## config.mk

```make
export PLATFORM = sky130hd
export DESIGN_NAME = parking_distance_buzzer_top
export DESIGN_NICKNAME = d
export VERILOG_FILES = /design/src/rtl/core/pbz_pkg.sv /design/src/rtl/core/pbz_front.sv /design/src/rtl/core/pbz_fifo.sv /design/src/rtl/core/pbz_back.sv /design/src/rtl/core/parking_distance_buzzer_top.sv
export SDC_FILE = /design/constraint.sdc
export NUM_CORES = 1
export LEC_CHECK = 0
export ABC_AREA = 1
export BUFFER_PORTS_ARGS = -buffer_cell sky130_fd_sc_hd__buf_4
export CAP_MARGIN = 40
export CORE_MARGIN = 1
export CORE_UTILIZATION = 55
export DETAILED_ROUTE_END_ITERATION = 16
export PLACE_DENSITY = 0.74
export SYNTH_ARGS = -nofsm -noshare
export SYNTH_HDL_FRONTEND = slang
export SYNTH_SLANG_ARGS = --single-unit
```

## constraint.sdc

```tcl
create_clock -name clk -period 8.5 [get_ports clk]
set_clock_uncertainty 0.05 [all_clocks]
set_input_delay 0.425 -clock clk [delete_from_list [all_inputs] [get_ports clk]]
set_output_delay 0.425 -clock clk [all_outputs]
set_load 0.01 [all_outputs]
```

## src/rtl/core/pbz_pkg.sv

```systemverilog
// Shared types, widths and codes of the parking distance buzzer.
// No dependencies; every module of the block imports this package.
`timescale 1ns / 1ps

package pbz_pkg;

	localparam int SAMPLE_W        = 12;
	localparam int SUM_W           = 16;
	localparam int AVG_W           = 12;
	localparam int THR_W           = 7;
	localparam int BEEP_W          = 8;
	localparam int TIMER_W         = 12;
	localparam int AVG_SAMPLES_DEF = 10;
	localparam int QUEUE_DEPTH     = 4;
	localparam int QPTR_W          = $clog2(QUEUE_DEPTH);
	localparam int QCNT_W          = $clog2(QUEUE_DEPTH + 1);

	localparam logic [AVG_W-1:0]  AVG_MAX      = 12'd4095;
	localparam logic [THR_W-1:0]  THRESH_MAX   = 7'd99;
	localparam logic [THR_W-1:0]  THRESH_RESET = 7'd40;
	localparam logic [AVG_W-1:0]  FAR_RESET    = 12'd300;
	localparam logic [BEEP_W-1:0] BEEP_RESET   = 8'd50;

	// item kinds on the input channel
	localparam logic [1:0] MODE_SAMPLE = 2'd0;
	localparam logic [1:0] MODE_ROT    = 2'd1;
	localparam logic [1:0] MODE_TICK   = 2'd2;

	// command kinds handed from front to back
	localparam logic [1:0] CMD_NONE = 2'd0;
	localparam logic [1:0] CMD_AVG  = 2'd1;
	localparam logic [1:0] CMD_ROT  = 2'd2;
	localparam logic [1:0] CMD_TICK = 2'd3;

	// tone phases
	localparam logic [1:0] PH_SILENT = 2'd0;
	localparam logic [1:0] PH_STEADY = 2'd1;
	localparam logic [1:0] PH_ON     = 2'd2;
	localparam logic [1:0] PH_OFF    = 2'd3;

	// configuration register indexes (paddr[2])
	localparam logic REG_FAR  = 1'b0;
	localparam logic REG_BEEP = 1'b1;

	typedef struct packed {
		logic [1:0]       kind;
		logic             setting;
		logic             enable;
		logic             left;
		logic             right;
		logic [SUM_W-1:0] sum;
	} cmd_t;

	typedef struct packed {
		logic [AVG_W-1:0]  far_limit;
		logic [BEEP_W-1:0] beep_on;
	} cfg_t;

endpackage

```

## src/rtl/core/pbz_front.sv

```systemverilog
// Front end: accepts input words, tracks mode and the running sample group.
// Depends on pbz_pkg; feeds pbz_fifo with one command per accepted word.
`timescale 1ns / 1ps

module pbz_front
	import pbz_pkg::*;
#(
	parameter int AVG_SAMPLES = AVG_SAMPLES_DEF
) (
	input  logic                clk,
	input  logic                arst_n,
	input  logic                in_valid,
	output logic                in_stall,
	input  logic [1:0]          mode,
	input  logic [SAMPLE_W-1:0] sample_cm,
	input  logic                rot_press,
	input  logic                rot_left,
	input  logic                rot_right,
	input  logic                buzzer_enable,
	input  logic                q_full,
	output logic                push,
	output cmd_t                push_cmd
);

	localparam int CNT_W = $clog2(AVG_SAMPLES + 1);

	logic             setting_q;
	logic [SUM_W-1:0] sum_q;
	logic [CNT_W-1:0] cnt_q;

	logic             setting_n;
	logic [SUM_W-1:0] sum_n;
	logic [CNT_W-1:0] cnt_n;
	logic [SUM_W-1:0] sum_add;
	logic [CNT_W-1:0] cnt_add;

	assign in_stall = q_full;
	assign push     = in_valid && !q_full;

	assign sum_add = sum_q + SUM_W'(sample_cm);
	assign cnt_add = cnt_q + CNT_W'(1);

	always_comb begin
		setting_n         = setting_q;
		sum_n             = sum_q;
		cnt_n             = cnt_q;
		push_cmd.kind     = CMD_NONE;
		push_cmd.enable   = buzzer_enable;
		push_cmd.left     = rot_left;
		push_cmd.right    = rot_right;
		push_cmd.sum      = sum_add;
		case (mode)
			MODE_SAMPLE: begin
				if (!setting_q) begin
					if (cnt_add == CNT_W'(AVG_SAMPLES)) begin
						push_cmd.kind = CMD_AVG;
						sum_n         = '0;
						cnt_n         = '0;
					end else begin
						sum_n = sum_add;
						cnt_n = cnt_add;
					end
				end
			end
			MODE_ROT: begin
				setting_n     = setting_q ^ rot_press;
				push_cmd.kind = CMD_ROT;
			end
			MODE_TICK: begin
				if (!setting_q) begin
					push_cmd.kind = CMD_TICK;
				end
			end
			default: begin
				push_cmd.kind = CMD_NONE;
			end
		endcase
		push_cmd.setting = setting_n;
	end

	always_ff @(posedge clk or negedge arst_n) begin
		if (!arst_n) begin
			setting_q <= 1'b0;
			sum_q     <= '0;
			cnt_q     <= '0;
		end else if (push) begin
			setting_q <= setting_n;
			sum_q     <= sum_n;
			cnt_q     <= cnt_n;
		end
	end

endmodule

```

## src/rtl/core/pbz_fifo.sv

```systemverilog
// Short command queue between front and back.
// Depends on pbz_pkg for cmd_t and the queue depth.
`timescale 1ns / 1ps

module pbz_fifo
	import pbz_pkg::*;
(
	input  logic clk,
	input  logic arst_n,
	input  logic push,
	input  cmd_t push_cmd,
	output logic full,
	input  logic pop,
	output logic head_valid,
	output cmd_t head_cmd
);

	cmd_t              slot_q [QUEUE_DEPTH];
	logic [QPTR_W-1:0] wr_ptr_q;
	logic [QPTR_W-1:0] rd_ptr_q;
	logic [QCNT_W-1:0] count_q;

	assign full       = (count_q == QCNT_W'(QUEUE_DEPTH));
	assign head_valid = (count_q != '0);
	assign head_cmd   = slot_q[rd_ptr_q];

	always_ff @(posedge clk) begin
		if (push) begin
			slot_q[wr_ptr_q] <= push_cmd;
		end
	end

	always_ff @(posedge clk or negedge arst_n) begin
		if (!arst_n) begin
			wr_ptr_q <= '0;
			rd_ptr_q <= '0;
			count_q  <= '0;
		end else begin
			if (push) begin
				wr_ptr_q <= wr_ptr_q + QPTR_W'(1);
			end
			if (pop) begin
				rd_ptr_q <= rd_ptr_q + QPTR_W'(1);
			end
			case ({push, pop})
				2'b10:   count_q <= count_q + QCNT_W'(1);
				2'b01:   count_q <= count_q - QCNT_W'(1);
				default: count_q <= count_q;
			endcase
		end
	end

endmodule

```

## src/rtl/core/pbz_back.sv

```systemverilog
// Back end: averages, threshold, tone sequencing and the output register.
// Depends on pbz_pkg; drains pbz_fifo one command per cycle unless a valid output is stalled.
`timescale 1ns / 1ps

module pbz_back
	import pbz_pkg::*;
#(
	parameter int AVG_SAMPLES = AVG_SAMPLES_DEF
) (
	input  logic             clk,
	input  logic             arst_n,
	input  cfg_t             cfg,
	input  logic             head_valid,
	input  cmd_t             head_cmd,
	output logic             pop,
	output logic             out_valid,
	input  logic             out_stall,
	output logic             buzzer_on,
	output logic             in_setting,
	output logic [AVG_W-1:0] shown_value,
	output logic             average_ready
);

	// divide by AVG_SAMPLES as multiply by a rounded-up reciprocal; exact for 16-bit sums
	localparam int DIV_SHIFT = SUM_W + $clog2(AVG_SAMPLES);
	localparam int DIV_MULT  = ((1 << DIV_SHIFT) + AVG_SAMPLES - 1) / AVG_SAMPLES;
	localparam int MULT_W    = $clog2(DIV_MULT + 1);
	localparam int PROD_W    = SUM_W + MULT_W;

	logic [THR_W-1:0]   thr_q;
	logic [AVG_W-1:0]   avg_q;
	logic [1:0]         ph_q;
	logic [TIMER_W-1:0] tmr_q;
	logic               lvl_q;
	logic               out_valid_q;

	logic [THR_W-1:0]   thr_n;
	logic [AVG_W-1:0]   avg_n;
	logic [1:0]         ph_n;
	logic [TIMER_W-1:0] tmr_n;
	logic               lvl_n;
	logic               rdy_n;

	logic [MULT_W-1:0]  mult_c;
	logic [PROD_W-1:0]  prod;
	logic [SUM_W-1:0]   quot;
	logic [AVG_W-1:0]   avg_sat;
	logic [THR_W-1:0]   thr_dn;
	logic [THR_W-1:0]   thr_up;
	logic [TIMER_W-1:0] tmr_dec;
	logic [TIMER_W-1:0] beep_len;
	logic [TIMER_W-1:0] gap_len;
	logic               beeping;
	logic               adv;

	assign adv = !out_valid_q || !out_stall;
	assign pop = adv && head_valid;

	assign mult_c  = MULT_W'(DIV_MULT);
	assign prod    = PROD_W'(head_cmd.sum) * PROD_W'(mult_c);
	assign quot    = SUM_W'(prod >> DIV_SHIFT);
	assign avg_sat = (quot > SUM_W'(AVG_MAX)) ? AVG_MAX : quot[AVG_W-1:0];

	assign thr_dn = (head_cmd.left && thr_q != '0) ? thr_q - THR_W'(1) : thr_q;
	assign thr_up = (head_cmd.right && thr_dn < THRESH_MAX) ? thr_dn + THR_W'(1) : thr_dn;

	// zero-length phases run for one tick
	assign beep_len = (cfg.beep_on == '0) ? TIMER_W'(1) : TIMER_W'(cfg.beep_on);
	assign gap_len  = (avg_q == '0) ? TIMER_W'(1) : TIMER_W'(avg_q);
	assign tmr_dec  = (tmr_q != '0) ? tmr_q - TIMER_W'(1) : '0;
	assign beeping  = (ph_q == PH_ON) || (ph_q == PH_OFF);

	always_comb begin
		thr_n = thr_q;
		avg_n = avg_q;
		ph_n  = ph_q;
		tmr_n = tmr_q;
		lvl_n = lvl_q;
		rdy_n = 1'b0;
		case (head_cmd.kind)
			CMD_AVG: begin
				avg_n = avg_sat;
				rdy_n = 1'b1;
				if (!head_cmd.enable) begin
					ph_n  = PH_SILENT;
					lvl_n = 1'b0;
				end else if (avg_sat != '0 && avg_sat <= AVG_W'(thr_q)) begin
					ph_n  = PH_STEADY;
					lvl_n = 1'b1;
				end else if (avg_sat > AVG_W'(thr_q) && avg_sat <= cfg.far_limit) begin
					if (!beeping) begin
						ph_n  = PH_ON;
						tmr_n = beep_len;
						lvl_n = 1'b1;
					end
				end else begin
					ph_n  = PH_SILENT;
					lvl_n = 1'b0;
				end
			end
			CMD_ROT: begin
				if (head_cmd.setting) begin
					thr_n = thr_up;
				end
			end
			CMD_TICK: begin
				if (beeping) begin
					if (tmr_dec != '0) begin
						tmr_n = tmr_dec;
					end else if (ph_q == PH_ON) begin
						ph_n  = PH_OFF;
						tmr_n = gap_len;
						lvl_n = 1'b0;
					end else begin
						ph_n  = PH_ON;
						tmr_n = beep_len;
						lvl_n = 1'b1;
					end
				end
			end
			default: begin
				thr_n = thr_q;
			end
		endcase
	end

	always_ff @(posedge clk or negedge arst_n) begin
		if (!arst_n) begin
			thr_q       <= THRESH_RESET;
			avg_q       <= '0;
			ph_q        <= PH_SILENT;
			tmr_q       <= '0;
			lvl_q       <= 1'b0;
			out_valid_q <= 1'b0;
		end else if (adv) begin
			out_valid_q <= head_valid;
			if (head_valid) begin
				thr_q <= thr_n;
				avg_q <= avg_n;
				ph_q  <= ph_n;
				tmr_q <= tmr_n;
				lvl_q <= lvl_n;
			end
		end
	end

	always_ff @(posedge clk) begin
		if (pop) begin
			buzzer_on     <= lvl_n;
			in_setting    <= head_cmd.setting;
			shown_value   <= head_cmd.setting ? AVG_W'(thr_n) : avg_n;
			average_ready <= rdy_n;
		end
	end

	assign out_valid = out_valid_q;

endmodule

```

## src/rtl/core/parking_distance_buzzer_top.sv

```systemverilog
// Top level of the parking distance buzzer: APB registers and the front/queue/back chain.
// Depends on pbz_pkg, pbz_front, pbz_fifo and pbz_back.
//
//   Channel  Direction  Handshake            Payload
//   -------  ---------  -------------------  -----------------------------------------------
//   in       input      in_valid / in_stall  mode, sample_cm, rot_press/left/right, enable
//   out      output     out_valid / out_stall buzzer_on, in_setting, shown_value, average_ready
//   cfg      input      APB psel/penable     paddr 0: far_limit_cm, paddr 4: beep_on_ms
//
// One word per cycle in and out when nothing stalls. A word is written into the
// four-entry queue and, once popped, into the output register; the back end computes
// its state update (reciprocal multiply, compare, timer step) combinationally from the head.
// Reset is asynchronous, active low, and restores the default registers and threshold 40.
// An output stall holds the result and the queue; in_stall rises only when the queue is full.
`timescale 1ns / 1ps

module parking_distance_buzzer_top
	import pbz_pkg::*;
#(
	parameter int AVG_SAMPLES = AVG_SAMPLES_DEF
) (
	input  logic                clk,
	input  logic                arst_n,
	input  logic                in_valid,
	output logic                in_stall,
	input  logic [1:0]          mode,
	input  logic [SAMPLE_W-1:0] sample_cm,
	input  logic                rot_press,
	input  logic                rot_left,
	input  logic                rot_right,
	input  logic                buzzer_enable,
	output logic                out_valid,
	input  logic                out_stall,
	output logic                buzzer_on,
	output logic                in_setting,
	output logic [AVG_W-1:0]    shown_value,
	output logic                average_ready,
	input  logic                psel,
	input  logic                penable,
	input  logic                pwrite,
	input  logic [2:0]          paddr,
	input  logic [31:0]         pwdata,
	output logic [31:0]         prdata,
	output logic                pready
);

	cfg_t cfg_q;
	logic cfg_wr;

	logic q_full;
	logic push;
	cmd_t push_cmd;
	logic pop;
	logic head_valid;
	cmd_t head_cmd;

	// APB: no wait states; register index is paddr[2]
	assign pready = 1'b1;
	assign cfg_wr = psel && penable && pwrite && pready;

	always_ff @(posedge clk or negedge arst_n) begin
		if (!arst_n) begin
			cfg_q.far_limit <= FAR_RESET;
			cfg_q.beep_on   <= BEEP_RESET;
		end else if (cfg_wr) begin
			case (paddr[2])
				REG_FAR:  cfg_q.far_limit <= pwdata[AVG_W-1:0];
				REG_BEEP: cfg_q.beep_on   <= pwdata[BEEP_W-1:0];
				default:  cfg_q           <= cfg_q;
			endcase
		end
	end

	always_comb begin
		case (paddr[2])
			REG_FAR:  prdata = {{(32-AVG_W){1'b0}}, cfg_q.far_limit};
			REG_BEEP: prdata = {{(32-BEEP_W){1'b0}}, cfg_q.beep_on};
			default:  prdata = '0;
		endcase
	end

	// front: decode each word, keep mode and the partial sample sum
	pbz_front #(
		.AVG_SAMPLES (AVG_SAMPLES)
	) u_front (
		.clk           (clk),
		.arst_n        (arst_n),
		.in_valid      (in_valid),
		.in_stall      (in_stall),
		.mode          (mode),
		.sample_cm     (sample_cm),
		.rot_press     (rot_press),
		.rot_left      (rot_left),
		.rot_right     (rot_right),
		.buzzer_enable (buzzer_enable),
		.q_full        (q_full),
		.push          (push),
		.push_cmd      (push_cmd)
	);

	// queue: decouple front acceptance from back-pressure on the output
	pbz_fifo u_fifo (
		.clk        (clk),
		.arst_n     (arst_n),
		.push       (push),
		.push_cmd   (push_cmd),
		.full       (q_full),
		.pop        (pop),
		.head_valid (head_valid),
		.head_cmd   (head_cmd)
	);

	// back: average, threshold and tone state, then the output register
	pbz_back #(
		.AVG_SAMPLES (AVG_SAMPLES)
	) u_back (
		.clk           (clk),
		.arst_n        (arst_n),
		.cfg           (cfg_q),
		.head_valid    (head_valid),
		.head_cmd      (head_cmd),
		.pop           (pop),
		.out_valid     (out_valid),
		.out_stall     (out_stall),
		.buzzer_on     (buzzer_on),
		.in_setting    (in_setting),
		.shown_value   (shown_value),
		.average_ready (average_ready)
	);

endmodule
```

==> metrics.md, run 1 <==
| Metric | Value |
|---|---|
| Cell taking the most area after synthesis | edfxtp_1 |
| # diodes | 0 |
| Clock root buffer | clkbuf_16 |
| Via count | 11600 |
| Clock tree from TritonCTS | yes |
| Level count of the clock H-tree | 4 |
| Number of maximum-capacitance constraint violations | 0 |
| Wire length after detailed routing | 34.3 mm |
| Number of synthesized flops with an enable pin | 103 |
| Initial core utilization | 56.5% |
| CTS sink cnt | 186 |
| Quantity of I/O buffers inserted on ports | 66 |
| Global-route usage over all layers | 25.8% |
| Global-route congestion overflow total | 0 |
| Commonest register cell after synthesis | edfxtp_1 |
| Async set or reset register ratio after synthesis | 44.6% |
| Most frequent standard cell in the layout excluding fill and tap cells | nand2_1 |
| Worst-case setup margin in the final layout | 0.526 ns |
| Number of nets in the finished design | 2113 |
| Most frequent CP cell | nand2_1 |
| Clock latency of the later-clocked register in the worst-skew pair | 0.43 ns |
| Layout overhead on the synthesized area | 11.3% |
| Startpoint-to-endpoint class of the critical path | reg2reg |
| Max-slew violation count | 0 |
| Period minus WS final | 7.97 ns |
| Vias per inst | 5.42 |
| Drt initial violations | 710 |
| Global routing usage on met3 | 3.77% |
| Weighted congestion reported at the end of routability-driven placement | 0.965 |
| Initial antenna violation count | 0 |
| Number of detailed-route iterations in the first pass | 5 |
| Final HPWL from detailed placement | 27.2 mm |
| TNS Setup | 0 ns |
| Most utilized layer in the global route result | met2 |
| Hold violation count in the final report | 0 |
| Data required time of the worst path | 8.76 ns |
| Share of the yosys chip area belonging to registers | 34.9% |
| Stage delay of the slowest cell on the critical path | 0.55 ns |
| Post-Synthesis Cells | 1706 |
| Routed length per instance | 16.0 µm |
| Number of setup violations in the final report | 0 |
| Count of boundary I/O pins | 110 |
| Total of flip-flops plus latches after synthesis | 186 |
| Die height | 166 µm |
| Largest buffer count on any clock path | 2 |
| Worst-margin pin slew | 0.792 ns |
| Area of the die | 27700 µm² |
| Vias in the first global route | 11800 |
| Maximum clock frequency | 125 MHz |
| Post-Place Worst Slack | 0.445 ns |
| Post-Syn Area | 14900 µm² |
| Setup repair after global routing missed its margin | no |
| Number of rows in the core area | 59 |
| Clock-pin transition on the worst setup and hold timing paths | 0.08 ns |
| Die width | 166 µm |
| Top post-synthesis cells by area | edfxtp_1 21%, ha_1 15%, dfrtp_1 12%, fa_1 11%, nand2_1 8.5% |
| Period utilisation layout | 93.8% |
| Crit end category | flop |
| Result of the run | complete, no violations |
| Number of remaining DRC errors | 0 |
| Largest net degree at the start of global routing | 65 |
| Arr. time, crit path | 8.24 ns |
| Top cell type's share of synthesized area | 20.8% |
| Average cell area after synthesis | 8.71 µm² |
| Share of final-layout standard cells stronger than drive strength 1 | 9.98% |
| Worst-path cell with the longest stage delay | fa_1 |
| Count of different cell masters after synthesis | 50 |
| Synth warnings | 0 |
| Rel. slew slack | 46.8% |
| Post-DRT Antenna Nets | 0 |
| Met1 Usage GRT | 33.9% |
| Critical Path Source Type | flop |
| Area of the core | 26300 µm² |
| Critical-path maximum fanout | 24 |
| Global-route wire length before repair | 56.7 mm |
| Met2 track utilization from global routing | 44.4% |
| Number of buffers created by CTS | 17 |
| HP Class | in2reg |
| Commonest cells after routing, fill and taps aside | 338 x nand2_1, 310 x inv_1, 173 x ha_1, 120 x o21ai_0, 108 x nor2_1 |
[path summary, 6_finish.rpt]
check,cells past startpoint,to,slack [ns],from
max in group asynchronous,4,cfg_q[1],7.21,arst_n
min in group asynchronous,2,u_front.sum_q[9],0.35,arst_n
worst min-delay path,1,u_fifo.slot_q[1][16],0.15,rot_right
worst min register to register,2,cfg_q[15],0.45,cfg_q[15]
worst max register to register,41,u_back.tmr_q[7],0.53,u_fifo.rd_ptr_q[1]
worst max-delay path,41,u_back.tmr_q[7],0.53,u_fifo.rd_ptr_q[1]
[logic make-up (layout without fill, tap and decap cells)]
logic type	after synthesis	after routing	synth area share (%)
other	2	21	0.0506
DFF	186	186	34.9
xor gates and xnor gates	45	45	2.65
buffers and inverters	367	455	10.0
adders and majority gates	253	253	25.4
muxes	6	6	0.404
and+or+nand+nor	568	568	15.9
AOI/OAI and AO/OA	279	279	10.7
[cell type report]
type,instances,area (µm²)
Clock buffer,18,429
Clock inverter,14,130
Fill cell,2176,9740
Inverter,313,1180
Multi-Input combinational cell,1172,8300
Sequential cell,186,5180
Tap cell,335,419
Timing Repair Buffer,110,893
[flip-flops by register name, indices dropped and copies added (netlist names), 3 cells and up]
| signal | cells |
|---|---|
| u_back.avg_q | 12 |
| u_fifo.slot_q | 88 |
| u_back.tmr_q | 12 |
| u_back.shown_value | 12 |
| cfg_q | 20 |
| u_fifo.count_q | 3 |
| u_front.sum_q | 16 |
| u_back.thr_q | 7 |
| u_front.cnt_q | 4 |
[repair_timing]
item                                    4_1_cts  5_1_grt
buffers inserted                              0        5
hold buffers                                  1        0
endpoints found under the setup margin        0       16
endpoints found under the hold margin        17        0
resized for setup                             0        6
[cell usage after synthesis, types with 11 or more instances]
master,count
edfxtp_1,103
nand4_1,14
ha_1,173
nand3_1,57
fa_1,80
xor2_1,39
nand2_1,338
nor2_1,112
a22o_1,12
a21oi_1,73
o21ai_1,13
clkbuf_1,21
buf_4,23
inv_1,311
o21ai_0,120
nor3_1,11
dfrtp_1,74
[worst max-delay path: cells and delay by family, from the launching register on]
family / cells / cell delay (ns)
adder cells (fa/ha/maj): 8 / 3.59
AO/OA/AOI/OAI: 9 / 1.38
AND/OR/NAND/NOR: 16 / 1.34
buffers and inverters: 8 / 1.09
flip-flops: 1 / 0.39
[per-stage QoR]
stage	hold slack (ns)	util, %	std cells	instance area (µm²)
final	0.146	62.9	2148	16500
after global routing	0.136	62.9	2148	16500
after CTS	0.136	62.7	2143	16500
after detailed placement	0.271	60.5	2110	15900
after global placement	0.261	60.3	2108	15800
after floorplan	0.0794	-	1725	14900
[metal layers]
metal  routed length (µm)  vias up
met4                  777        0
met2                16600      289
met1                15400     5573
met5                    0        -
met3                 1540       66
li1                     -     5715
Power of run 1 is left out: the tool's default activity adds up to more than one toggle a clock period on the data nets, which glitch-free logic cannot reach.
==> run 2: changes to the inputs <==
- ABC_AREA: 1 -> default
==> run 2 against run 1 <==
Against the previous run:
- the run now ends with DRC left
- synthesized area fell by 0.88%
- global-route usage rose by 0.12 points
- critical endpoint is now u_back.tmr_q[6]
- worst hold slack got worse by 0.00077 ns
- synthesized cell count fell by 18%
==> metrics.md, run 2 <==
| Metric | Value |
|---|---|
| Synth warnings | 0 (unchanged) |
| Number of nets in the finished design | 1867 (-12%) |
| Number of remaining DRC errors | 2 (+2) |
| Number of buffers and inverters on the critical path | 11 (+3) |
| Final HPWL from detailed placement | 26.6 mm (-2.2%) |
| Commonest register cell after synthesis | edfxtp_1 |
| Die width | 166 µm (-0.43%) |
| Level count of the clock H-tree | 4 (unchanged) |
| HP Class | in2reg |
| Async set or reset register ratio after synthesis | 44.6% (unchanged) |
| Layout overhead on the synthesized area | 17.8% |
| Launching instance or port of the critical path | u_fifo.rd_ptr_q[0] |
| Most frequent CP cell | buf_4 |
| Average cell area after synthesis | 10.5 µm² (+20%) |
| Clock root buffer | clkbuf_16 |
| Clock tree from TritonCTS | yes |
| Initial antenna violation count | 0 (unchanged) |
| Period minus WS final | 8.21 ns (+0.237 ns) |
| Most frequent standard cell in the layout excluding fill and tap cells | inv_1 |
| Quantity of I/O buffers inserted on ports | 66 (unchanged) |
| Data required time of the worst path | 8.77 ns (about the same) |
| Wire length after detailed routing | 35.4 mm (+3.2%) |
| Hold violation count in the final report | 0 (unchanged) |
| Failing checks | DRC |
| Area of the core | 26100 µm² (-0.56%) |
| Maximum clock frequency | 122 MHz (-2.9%) |
| Global-route usage over all layers | 25.9% (+0.12 points) |
| Drt initial violations | 867 (+22%) |
| Total of flip-flops plus latches after synthesis | 186 (unchanged) |
| Top register by number of flip-flops | u_fifo.slot_q |
| Routed length per instance | 18.6 µm (+17%) |
| Global-route wire length before repair | 56.2 mm (-0.86%) |
| Via count | 10800 (-6.9%) |
| Share of final-layout standard cells stronger than drive strength 1 | 21.1% (+11 points) |
| Crit end category | flop |
| Initial core utilization | 56.3% (-0.18 points) |
| Result of the run | complete, but fails checks |
| Number of buffers created by CTS | 17 (unchanged) |
| Vias in the first global route | 11100 (-5.8%) |
| Clock latency of the later-clocked register in the worst-skew pair | 0.43 ns (about the same) |
| TNS Setup | 0 ns (unchanged) |
| Post-Syn Area | 14700 µm² (-0.88%) |
| Largest net degree at the start of global routing | 63 (-3.1%) |
| Critical-path maximum fanout | 8 (-67%) |
| Largest buffer count on any clock path | 2 (unchanged) |
| Number of rows in the core area | 59 (unchanged) |
| Family of cells with the greatest summed delay on the critical path | adder cells |
| Most frequent cell after synthesis | inv_1 |
| Cell taking the most area after synthesis | edfxtp_1 |
| Die height | 166 µm (-0.43%) |
| Flip-flop count of the largest register, all copies and words added | 88 (unchanged) |
| Number of detailed-route iterations in the first pass | 11 (+6) |
| CTS sink cnt | 186 (unchanged) |
| Weighted congestion reported at the end of routability-driven placement | 0.918 (-4.9%) |
| Count of different cell masters after synthesis | 74 (+48%) |
| Stage delay of the slowest cell on the critical path | 0.62 ns (+0.07 ns) |
| Worst-path cell with the longest stage delay | mux4_2 |
| Post-Synthesis Cells | 1404 (-18%) |
| Rel. slew slack | 39.0% (-7.9 points) |
| Number of synthesized flops with an enable pin | 103 (unchanged) |
| FF-to-FF Start | u_fifo.rd_ptr_q[0] |
| Most frequent cells after synthesis | 227 x inv_1, 173 x ha_1, 103 x edfxtp_1, 103 x nand2_1, 86 x o21ai_0 |
| Share of the yosys chip area belonging to registers | 35.2% (+0.31 points) |
| Worst-margin pin slew | 0.914 ns (+0.122 ns) |
| Count of boundary I/O pins | 110 (unchanged) |
| Max-slew violation count | 0 (unchanged) |
| Global-route congestion overflow total | 0 (unchanged) |
| Critical Path Source Type | flop |
| Vias per inst | 5.70 (+5.1%) |
| Clock-pin transition on the worst setup and hold timing paths | 0.08 ns (about the same) |
| Startpoint-to-endpoint class of the critical path | reg2reg |
| Largest registers | u_fifo.slot_q: 88 flops, cfg_q: 20 flops, u_front.sum_q: 16 flops |
| Number of setup violations in the final report | 0 (unchanged) |
| Start point of the worst min-delay path | rot_left |
| Arr. time, crit path | 8.48 ns (+0.24 ns) |
| Top post-synthesis cells by area | edfxtp_1 21%, ha_1 15%, dfrtp_1 13%, fa_1 11%, inv_1 5.8% |
| Top cell type's share of synthesized area | 21.0% (+0.18 points) |
| # diodes | 0 (unchanged) |
| Number of maximum-capacitance constraint violations | 0 (unchanged) |
| Area of the die | 27400 µm² (-0.86%) |
| Post-DRT Antenna Nets | 0 (unchanged) |
| Period utilisation layout | 96.6% (+2.8 points) |
| Commonest cells after routing, fill and taps aside | 220 x inv_1, 147 x buf_4, 145 x ha_1, 103 x edfxtp_1, 101 x nand2_1 |
[run 2: cell types whose count changed after synthesis, moves of 28 or more]
cell     previous run  this run
inv_1             311       227
o21ai_0           120        86
nor2_1            112        64
xnor2_1             6        43
nand2_1           338       103
nand3_1            57        29
[run 2: what timing repair did]
action | CTS | global route
setup buffers | 1 | 24
gates resized for setup | 7 | 83
pin swaps | 0 | 52
hold buffers | 1 | 0
endpoints found under the setup margin | 13 | 16
gates cloned | 0 | 1
hold endpoints to repair | 19 | 0
[run 2: layer usage]
layer / wire, µm / up-vias / global-route usage [%] / part of all wire, %
met5: 0 / - / 0 / 0
met4: 835 / 0 / 6.99 / 2.4
met3: 1830 / 60 / 3.49 / 5.2
met1: 15200 / 5314 / 34.7 / 43
met2: 17500 / 336 / 44.4 / 50
li1: - / 5125 / - / -
[run 2: path summary, 6_finish.rpt]
path | endpoint | depth (start not counted) | slack (ns)
worst min register to register | u_front.sum_q[4] | 2 | 0.43
max in group asynchronous | u_back.thr_q[3] | 4 | 7.22
worst max register to register | u_back.tmr_q[6] | 36 | 0.29
worst min-delay path | u_fifo.slot_q[2][17] | 1 | 0.14
min in group asynchronous | u_back.tmr_q[4] | 2 | 0.36
worst max-delay path | u_back.tmr_q[6] | 36 | 0.29
[run 2: layout make-up]
type | instances | area, µm²
clock buffer | 19 | 443
clock inverter | 13 | 155
fill | 1951 | 8790
inverter | 227 | 855
multi-input combinational | 960 | 8970
sequential | 186 | 5180
tap | 335 | 419
timing repair buffer | 162 | 1320
[run 2: cells by family after synthesis]
| logic type | Yosys count | share of synthesized area (%) |
|---|---|---|
| muxes | 69 | 6.87 |
| buffers and inverters | 277 | 7.70 |
| AOI/OAI and AO/OA | 248 | 10.7 |
| xor gates and xnor gates | 60 | 3.57 |
| other | 2 | 0.0510 |
| adders and majority gates | 253 | 25.6 |
| DFF | 186 | 35.2 |
| and+or+nand+nor | 309 | 10.3 |
[run 2: worst reg2reg max path: cells and delay by family, from the launching register on]
family / cells / cell delay [ns]
AOI/OAI and AO/OA: 10 / 1.39
xor gates and xnor gates: 1 / 0.14
adders and majority gates: 8 / 3.11
buffers and inverters: 11 / 1.36
DFF: 1 / 0.46
muxes: 2 / 0.92
and+or+nand+nor: 4 / 0.68
[run 2: through the flow]
step	setup WS, ns	hold WS, ns	util [%]	cell area, µm²	cells
6_report	0.288	0.145	66.4	17300	1902
5_1_grt	-0.0704	0.129	66.4	17300	1902
4_1_cts	0.0178	0.135	63.8	16700	1877
3_5_place_dp	-0.135	0.280	61.3	16000	1843
3_3_place_gp	-0.0434	0.279	60.9	15900	1837
2_1_floorplan	0.0188	0.0794	-	14800	1423
Power of run 2 is left out for the same reason.
==> run 3: changes to the inputs <==
==> constraint.sdc (replaced) <==
create_clock -name clk -period 8.5 [get_ports clk]
set_clock_uncertainty 0.05 [all_clocks]
set_input_delay 0.85 -clock clk [delete_from_list [all_inputs] [get_ports clk]]
set_output_delay 0.85 -clock clk [all_outputs]
set_load 0.01 [all_outputs]
==> run 3 against run 2 <==
Against the previous run:
- the flow still finishes with violations (DRC)
- wire length decreased by 2.9%
- first-iteration DRC count decreased by 3.3%
- register-to-register slack got worse by 0.04 ns
- sequential share of layout area increased by 0.45 points
- critical path depth decreased by 3
- fmax decreased by 0.43%
- cell area decreased by 1.5%
- worst hold slack improved by 0.079 ns
- critical path type unchanged
==> metrics.md, run 3 (same netlist as run 2, synthesis figures left out) <==
| Metric | Value |
|---|---|
| Number of buffers and inverters on the critical path | 8 (-3) |
| Largest net degree at the start of global routing | 63 (unchanged) |
| CTS sink cnt | 186 (unchanged) |
| Number of rows in the core area | 59 (unchanged) |
| Clock tree from TritonCTS | yes |
| Crit end category | flop |
| Largest buffer count on any clock path | 2 (unchanged) |
| Initial antenna violation count | 0 (unchanged) |
| Flip-flop count of the largest register, all copies and words added | 88 (unchanged) |
| Post-route standard cell area excluding fillers | 17100 µm² (-1.5%) |
| Dpl cell area | 16000 µm² (about the same) |
| Most frequent CP cell | buf_4 |
| Global-route congestion overflow total | 0 (unchanged) |
| Critical Path Source Type | flop |
| Result of the run | complete, but fails checks |
| Max-slew violation count | 0 (unchanged) |
| Top register by number of flip-flops | u_fifo.slot_q |
| FF-to-FF Start | u_fifo.rd_ptr_q[0] |
| Family of cells with the greatest summed delay on the critical path | adder cells |
| # diodes | 0 (unchanged) |
| Stage delay of the slowest cell on the critical path | 0.58 ns (-0.04 ns) |
| Failing checks | DRC |
| Weighted congestion reported at the end of routability-driven placement | 0.929 (+1.3%) |
| Count of boundary I/O pins | 110 (unchanged) |
| Die width | 166 µm (unchanged) |
| Area of the core | 26100 µm² (unchanged) |
| Routed length per instance | 18.2 µm (-2.3%) |
| Number of detailed-route iterations in the first pass | 11 (unchanged) |
| Startpoint-to-endpoint class of the critical path | reg2reg |
| Critical-path maximum fanout | 8 (unchanged) |
| Quantity of I/O buffers inserted on ports | 66 (unchanged) |
| Period minus WS final | 8.25 ns (+0.0357 ns) |
| Drt initial violations | 838 (-3.3%) |
| Number of setup violations in the final report | 0 (unchanged) |
| Vias in the first global route | 11000 (-0.85%) |
| Vias per inst | 5.70 (about the same) |
| Number of nets in the finished design | 1855 (-0.64%) |
| Hold violation count in the final report | 0 (unchanged) |
| Final HPWL from detailed placement | 26.5 mm (-0.34%) |
| Wire length after detailed routing | 34.4 mm (-2.9%) |
| Worst-path cell with the longest stage delay | mux4_2 |
| Clock root buffer | clkbuf_16 |
| Number of buffers created by CTS | 17 (unchanged) |
| Number of remaining DRC errors | 2 (unchanged) |
| Level count of the clock H-tree | 4 (unchanged) |
| Data required time of the worst path | 8.79 ns (+0.02 ns) |
| Number of maximum-capacitance constraint violations | 0 (unchanged) |
| Rel. slew slack | 43.9% (+4.9 points) |
| Global-route wire length before repair | 55.2 mm (-1.9%) |
| Clock-pin transition on the worst setup and hold timing paths | 0.08 ns (about the same) |
| Global-route usage over all layers | 25.3% (-0.59 points) |
| Die height | 166 µm (unchanged) |
| Clock latency of the later-clocked register in the worst-skew pair | 0.45 ns (+0.02 ns) |
| Via count | 10800 (-0.61%) |
| Area of the die | 27400 µm² (unchanged) |
| Arr. time, crit path | 8.53 ns (+0.05 ns) |
| Maximum clock frequency | 121 MHz (-0.43%) |
| Register-to-register setup slack | 0.25 ns (-0.04 ns) |
| Commonest cells after routing, fill and taps aside | 226 x inv_1, 155 x ha_1, 140 x buf_4, 103 x edfxtp_1, 102 x nand2_1 |
| Initial core utilization | 56.3% (unchanged) |
| Launching instance or port of the critical path | u_fifo.rd_ptr_q[0] |
| HP Class | in2async |
| Most frequent standard cell in the layout excluding fill and tap cells | inv_1 |
| Period utilisation layout | 97.0% (+0.42 points) |
| Share of final-layout standard cells stronger than drive strength 1 | 19.2% (-2.0 points) |
| Layout overhead on the synthesized area | 16.1% |
| Largest registers | u_fifo.slot_q: 88 flops, cfg_q: 20 flops, u_front.sum_q: 16 flops |
| Worst-margin pin slew | 0.835 ns (-0.0789 ns) |
| Post-DRT Antenna Nets | 0 (unchanged) |
==> run 3: cell count changes in the layout (fill, tap and decap cells not counted), sizes merged <==
cell         change
inv              +2
clkinv           +3
buf             -11
clkbuf           -2
clkinvlp         -1
dlygate4sd3      -1
bufinv           -2
==> run 3: final cells by class <==
cell class | instances | area (µm²)
Fill cell | 1999 | 9040
Multi-Input combinational cell | 960 | 8820
Sequential cell | 186 | 5180
Timing Repair Buffer | 150 | 1240
Inverter | 227 | 852
Clock buffer | 17 | 425
Tap cell | 335 | 419
Clock inverter | 15 | 150
==> run 3: through the flow <==
step                      hold WS [ns]  instances  util [%]  setup slack, ns  setup TNS [ns]
after global placement           0.404       1835      60.9           0.0980               0
after CTS                        0.238       1875      63.7          0.00308               0
final                            0.224       1890      65.4            0.253               0
after detailed placement         0.411       1841      61.3          -0.0516          -0.271
after global routing             0.249       1890      65.4          -0.0383          -0.134
after floorplan                  0.393       1423         -           0.0188               0
==> run 3: worst paths after layout <==
kind	to	cells after the start
setup / recovery	u_back.tmr_q[2]	33
hold / removal	u_back.tmr_q[4]	1
setup reg to reg	u_back.tmr_q[2]	33
hold reg to reg	u_front.sum_q[0]	2
max in group asynchronous	cfg_q[16]	3
min in group clk	u_front.sum_q[0]	2
==> run 3: timing repair <==
| action | CTS | global route |
|---|---|---|
| gates resized for setup | 6 | 53 |
| pin swaps | 0 | 21 |
| hold buffers | 0 | 0 |
| cloned | 0 | 1 |
| endpoints found under the setup margin | 12 | 16 |
| buffers inserted | 2 | 15 |
==> run 3: per-layer routing <==
layer / wire (µm) / GRT usage, %
met2: 17000 / 43.6
met3: 1610 / 3.87
met5: 0 / 0
met1: 15200 / 33.9
met4: 535 / 5.69
Power of run 3 is left out for the same reason.
